<file path="src/hdl/qfdo_pkg.sv">
// ----------------------------------------------------------------------------
// qfdo_pkg
// Shared types and constants of the Q-filtered disturbance observer: field
// widths, configuration register indexes and the controller command bundle.
// ----------------------------------------------------------------------------
package qfdo_pkg;

    // Field widths.
    localparam int unsigned MEAS_W  = 16;
    localparam int unsigned STAGE_W = 32;
    localparam int unsigned ALPHA_W = 16;
    localparam int unsigned CFG_W   = 32;
    localparam int unsigned CIDX_W  = 2;

    // Configuration register indexes.
    localparam logic [CIDX_W-1:0] CFG_DIFF_GAIN = 2'd0;
    localparam logic [CIDX_W-1:0] CFG_GAIN_INV  = 2'd1;
    localparam logic [CIDX_W-1:0] CFG_ALPHA     = 2'd2;

    // Datapath operation that the controller selects for one cycle.
    typedef enum logic [3:0] {
        STEP_NONE,
        STEP_GI,
        STEP_DG,
        STEP_RLO,
        STEP_RHI,
        STEP_SUMAR,
        STEP_F,
        STEP_MS,
        STEP_S,
        STEP_CLR
    } t_step;

    // Command bundle from the controller to the datapath.
    typedef struct packed {
        logic  load_in;
        t_step step;
        logic  load_out;
    } t_cmd;

endpackage

</file>
<file path="src/hdl/qfdo_ctrl.sv">
// ----------------------------------------------------------------------------
// qfdo_ctrl
// Controller of the observer: sequences the shared multiplier through the
// step computation, handles reset items and the output valid flag.
// ----------------------------------------------------------------------------
module qfdo_ctrl (
    input  logic          i_clk,
    input  logic          i_rst_n,
    input  logic          i_valid,
    input  logic          i_func,
    output logic          o_stall,
    output logic          o_valid,
    input  logic          i_stall,
    output qfdo_pkg::t_cmd o_cmd
);
    import qfdo_pkg::*;

    typedef enum logic [3:0] {
        ST_IDLE,
        ST_GI,
        ST_DG,
        ST_RLO,
        ST_RHI,
        ST_SUMAR,
        ST_F,
        ST_MS,
        ST_S,
        ST_CLR,
        ST_OUT
    } t_state;

    t_state r_state;
    t_state n_state;
    logic   r_o_valid;
    logic   n_o_valid;
    logic   w_in_acc;
    logic   w_out_free;
    logic   w_load_out;

    // Handshake qualifiers.
    assign w_in_acc   = i_valid && (r_state == ST_IDLE);
    assign w_out_free = !r_o_valid || !i_stall;
    assign w_load_out = (r_state == ST_OUT) && w_out_free;

    // Next state and output valid.
    always_comb begin
        n_state   = r_state;
        n_o_valid = r_o_valid && i_stall;
        case (r_state)
            ST_IDLE: begin
                if (w_in_acc) begin
                    n_state = i_func ? ST_CLR : ST_GI;
                end
            end
            ST_GI:    n_state = ST_DG;
            ST_DG:    n_state = ST_RLO;
            ST_RLO:   n_state = ST_RHI;
            ST_RHI:   n_state = ST_SUMAR;
            ST_SUMAR: n_state = ST_F;
            ST_F:     n_state = ST_MS;
            ST_MS:    n_state = ST_S;
            ST_S:     n_state = ST_OUT;
            ST_CLR:   n_state = ST_OUT;
            ST_OUT: begin
                if (w_out_free) begin
                    n_state   = ST_IDLE;
                    n_o_valid = 1'b1;
                end
            end
            default:  n_state = ST_IDLE;
        endcase
    end

    // State and registered outputs.
    always_ff @(posedge i_clk) begin
        if (!i_rst_n) begin
            r_state   <= ST_IDLE;
            r_o_valid <= 1'b0;
        end else begin
            r_state   <= n_state;
            r_o_valid <= n_o_valid;
        end
    end

    // Datapath command for the current state.
    always_comb begin
        o_cmd.load_in  = w_in_acc;
        o_cmd.load_out = w_load_out;
        case (r_state)
            ST_GI:    o_cmd.step = STEP_GI;
            ST_DG:    o_cmd.step = STEP_DG;
            ST_RLO:   o_cmd.step = STEP_RLO;
            ST_RHI:   o_cmd.step = STEP_RHI;
            ST_SUMAR: o_cmd.step = STEP_SUMAR;
            ST_F:     o_cmd.step = STEP_F;
            ST_MS:    o_cmd.step = STEP_MS;
            ST_S:     o_cmd.step = STEP_S;
            ST_CLR:   o_cmd.step = STEP_CLR;
            default:  o_cmd.step = STEP_NONE;
        endcase
    end

    assign o_stall = (r_state != ST_IDLE);
    assign o_valid = r_o_valid;

`ifndef NO_ASSERTIONS
    // A reset transaction goes straight to clearing, a step starts the sequence.
    a_reset_item: assert property (@(posedge i_clk) disable iff (!i_rst_n)
        (w_in_acc && i_func) |=> (r_state == ST_CLR))
        else $error("reset transaction did not enter the clear state");
    a_step_item: assert property (@(posedge i_clk) disable iff (!i_rst_n)
        (w_in_acc && !i_func) |=> (r_state == ST_GI))
        else $error("step transaction did not start the multiply sequence");
    // A result leaving the sequence is always published next cycle when free.
    a_publish: assert property (@(posedge i_clk) disable iff (!i_rst_n)
        (r_state == ST_OUT && !r_o_valid) |=> (r_o_valid && r_state == ST_IDLE))
        else $error("finished result was not published");
    // The second stage update is always followed by the output state.
    a_s_to_out: assert property (@(posedge i_clk) disable iff (!i_rst_n)
        (r_state == ST_S) |=> (r_state == ST_OUT))
        else $error("sequence skipped the output state");
`endif

endmodule

</file>
<file path="config.mk">
export PLATFORM = sky130hd
export DESIGN_NAME = qfdo_ctrl
export DESIGN_NICKNAME = d
export VERILOG_FILES = /design/src/hdl/qfdo_pkg.sv /design/src/hdl/qfdo_ctrl.sv
export SDC_FILE = /design/constraint.sdc
export NUM_CORES = 1
export LEC_CHECK = 0
export ABC_CLOCK_PERIOD_IN_PS = 1400
export BUFFER_PORTS_ARGS = -buffer_cell sky130_fd_sc_hd__buf_4
export CORE_AREA = 4 4 44 46
export DETAILED_ROUTE_END_ITERATION = 10
export DIE_AREA = 0 0 48 50
export HOLD_SLACK_MARGIN = 0.06
export MAX_ROUTING_LAYER = met4
export PLACE_DENSITY = 0.58
export SYNTH_ARGS = -nofsm -noshare
export SYNTH_HDL_FRONTEND = slang
export SYNTH_SLANG_ARGS = --single-unit
</file>
<file path="constraint.sdc">
create_clock -name i_clk -period 1.4 [get_ports i_clk]
set_input_delay 0.28 -clock i_clk [delete_from_list [all_inputs] [get_ports i_clk]]
set_output_delay 0.28 -clock i_clk [all_outputs]
set_load 0.03 [all_outputs]
</file>
==> summary.md <==
| Metric | Value |
|---|---|
| Outcome | finished, violations left |
| Violated checks | setup timing |
| Unique masters post-synth | 25 |
| Max Slew Vio Count | 0 |
| GPL Wtd Cong | approximately 0.77 |
| Number of synthesized flops with an enable pin | 0 |
| Pre-CTS WS | -0.0220 ns |
| CTS Buf Count | 3 |
| Antenna diodes | 0 |
| Max FO, Critical Path | 3 |
| CP Capture Type | output pin |
| Placed Cells | 73 |
| DP HPWL | roughly 670 um |
| Avg Vias per Cell | between 4 and 5 |
| Period utilisation layout | 118% |
| Pre-Repair DR Iteration Count | 4 |
| Critical path required time | ~1.1 ns |
| Reg-to-reg slack, setup | -0.18 ns |
| Via count | a little over 400 |
| RSZ-0062 raised after global routing | true |
| Clk_lat worst skew | 0.25 ns |
| Residual DRC | 0 |
| Worst Skew | a little under 0.003 ns |
| Core ar. | approximately 0.0015 mm2 |
| Reg-to-reg critical path startpoint | r_state[3] |
| Pwr/cell area | 1470 mW/mm2 |
| Synth Flop Type | dfxtp_1 |
| Post-Route WL | 961 um |
| CP Class | flip-flop to output pin |
| 1st-iter DRT viols | 4 |
| Slew margin rel. | 83.4% |
| Vias in the first global route | approximately 340 |
| Die X | approximately 48 um |
| R2R Path End | o_cmd[4] |
| Hold Path End | o_cmd[2] |
| Maximum operating frequency | approximately 600 MHz |
| Clk sinks | 9 |
| CTS H-tree lvls | 1 |
| Synth-to-Final Area Change | 47.4% |
| Yosys top cell by area | dfxtp_1 |
| Post-CTS Hold Buffers | 0 |
| Site row count | 14 |
| WL per Instance | 11.7 um |
| Synth top area share | a little over 40% |
| Multi-input logic area | roughly 230 um2 |
| Avg Cell Area, Syn | 9.95 um2 |
| Global-route wire length before repair | about 1400 um |
| Die footprint | 0.00240 mm2 |
| GRT Util Overall | 8.55% |
| Hold Path Depth | 2 |
| I/O Pins | 13 |
| Overflow after GRT | 0 |
| Synth Net Count | 49 |
| IO Port Bufs | 12 |
| Seq/Total Area, Yosys | 41.1% |
| CTS tree | done |
| Syn Inst Count | 44 |
| Most numerous cell in the Yosys netlist | dfxtp_1 |
| Register area | between 150 and 200 um2 |
| Least-Margin Pin Slew | ~0.25 ns |
| Synth Register Bits | 9 |
| Min Tclk post-route | about 1.7 ns |
| Max-cap violations | 0 |
| CP startpoint kind | flip-flop |
| Asr flop ratio synth | 0% |
| Main area contributors after synthesis | dfxtp_1, nor3b_1, o21ai_4 |
| Synth Warn # | 0 |
| ANT nets after route | 0 |
| NumNets Final | 72 |
| Final hold violations | 0 |
| Finish-stage setup viols | 6 |
| Initial antenna violation count | 0 |
| P_leak | 0.283 nW |
| Final non-filler cell total | between 80 and 90 |
| Final core occ | a little over two fifths |
| Hold Crit Class | input pin to flip-flop |
| FF-to-FF path depth | 5 |
| Starting density of the core | just under 30% |
| TNS Setup | -0.824 ns |
| Fill count | approximately 160 |
| Syn Std Cell Area | 438 um2 |
| VDD IR max | about 490 uV |
| Chip height | about 50 um |
| Synth cell count leaders | dfxtp_1, nand2_1, nor2_1, nor3b_1 |
| Clock slew at reported path FFs | 0.06 ns |
| Final WS setup | -0.256 ns |
| CTS root buffer | clkbuf_4 |
| Pin count of the biggest net entering global routing | 10 |
| Hold Crit Start | i_rst_n |
| Layout cell share with drive strength beyond 1 | 53.0% |
| CP Data Arrival Time | between 1 and 1.5 ns |
| Max clock buf depth | 2 |
-- metrics by stage --
stage	hold WS (ns)	total power (W)	area (um2)
2_1_floorplan	0.418	0.000582	438
3_3_place_gp	0.537	0.000680	553
3_5_place_dp	0.553	0.000684	553
4_1_cts	0.329	0.000911	609
5_1_grt	0.327	0.00102	646
6_report	0.337	0.000952	646
-- report_power, final --
group          total (W)  switching (W)  internal [W]
sequential      0.000313      0.0000162      0.000297
combinational   0.000448       0.000234      0.000214
clock           0.000191      0.0000816      0.000109
-- flip-flops by register name (all words and copies together), names as in the netlist --
name     count
o_cmd        4
o_valid      1
r_state      4
-- layer usage --
layer,vias to the layer above,part of all wire [%],track usage (%)
met5,-,0,-
met4,0,2.0,6.73
met3,2,6.1,2.18
met2,10,49,12.3
met1,190,43,9.48
li1,203,-,-
-- final cells by class --
cell class | instances | share of cell area [%]
multi-input combinational | 28 | 34.9
sequential | 9 | 28.3
tap | 16 | 3.10
inverter | 2 | 1.16
clock buffer | 4 | 4.07
timing repair buffer | 23 | 28.5
-- how the worst max path moves through the flow --
stage               startpoint  endpoint  slack, ns  cells past startpoint
floorplan           r_state[1]  o_cmd[5]      -0.14                      4
global placement    r_state[2]  o_cmd[4]      -0.01                      4
detailed placement  r_state[2]  o_cmd[4]      -0.02                      4
CTS                 r_state[2]  o_cmd[5]      -0.27                      3
global route        r_state[3]  o_cmd[5]      -0.30                      3
finish              r_state[3]  o_cmd[5]      -0.26                      3
-- layout by cell type (no fill, tap or decap), types with 2 or more instances in the layout --
master | synthesis | final
clkbuf_4 | 0 | 3
buf_6 | 0 | 3
nor3_1 | 2 | 2
dfxtp_2 | 0 | 2
inv_1 | 2 | 2
buf_4 | 2 | 20
nor3b_1 | 3 | 2
nand2_1 | 3 | 3
dfxtp_1 | 9 | 7
-- cells by family after synthesis --
family	synth area share [%]
xor+xnor	2.00
mux	2.29
flops	41.1
compound gates	20.0
simple gates	23.7
buf+inv	10.9
-- critical path, stage by stage (launching register included) --
cell     delay (ns)
dfxtp_2        0.32
or4_4          0.56
nor2_4         0.11
buf_6          0.13
-- timing repair --
item,in CTS,in global routing
gates cloned,0,0
pin swaps,2,4
buffers inserted,3,2
resized for setup,3,7
endpoints found under the setup margin,4,6
Power figures use the tool's default switching activity.
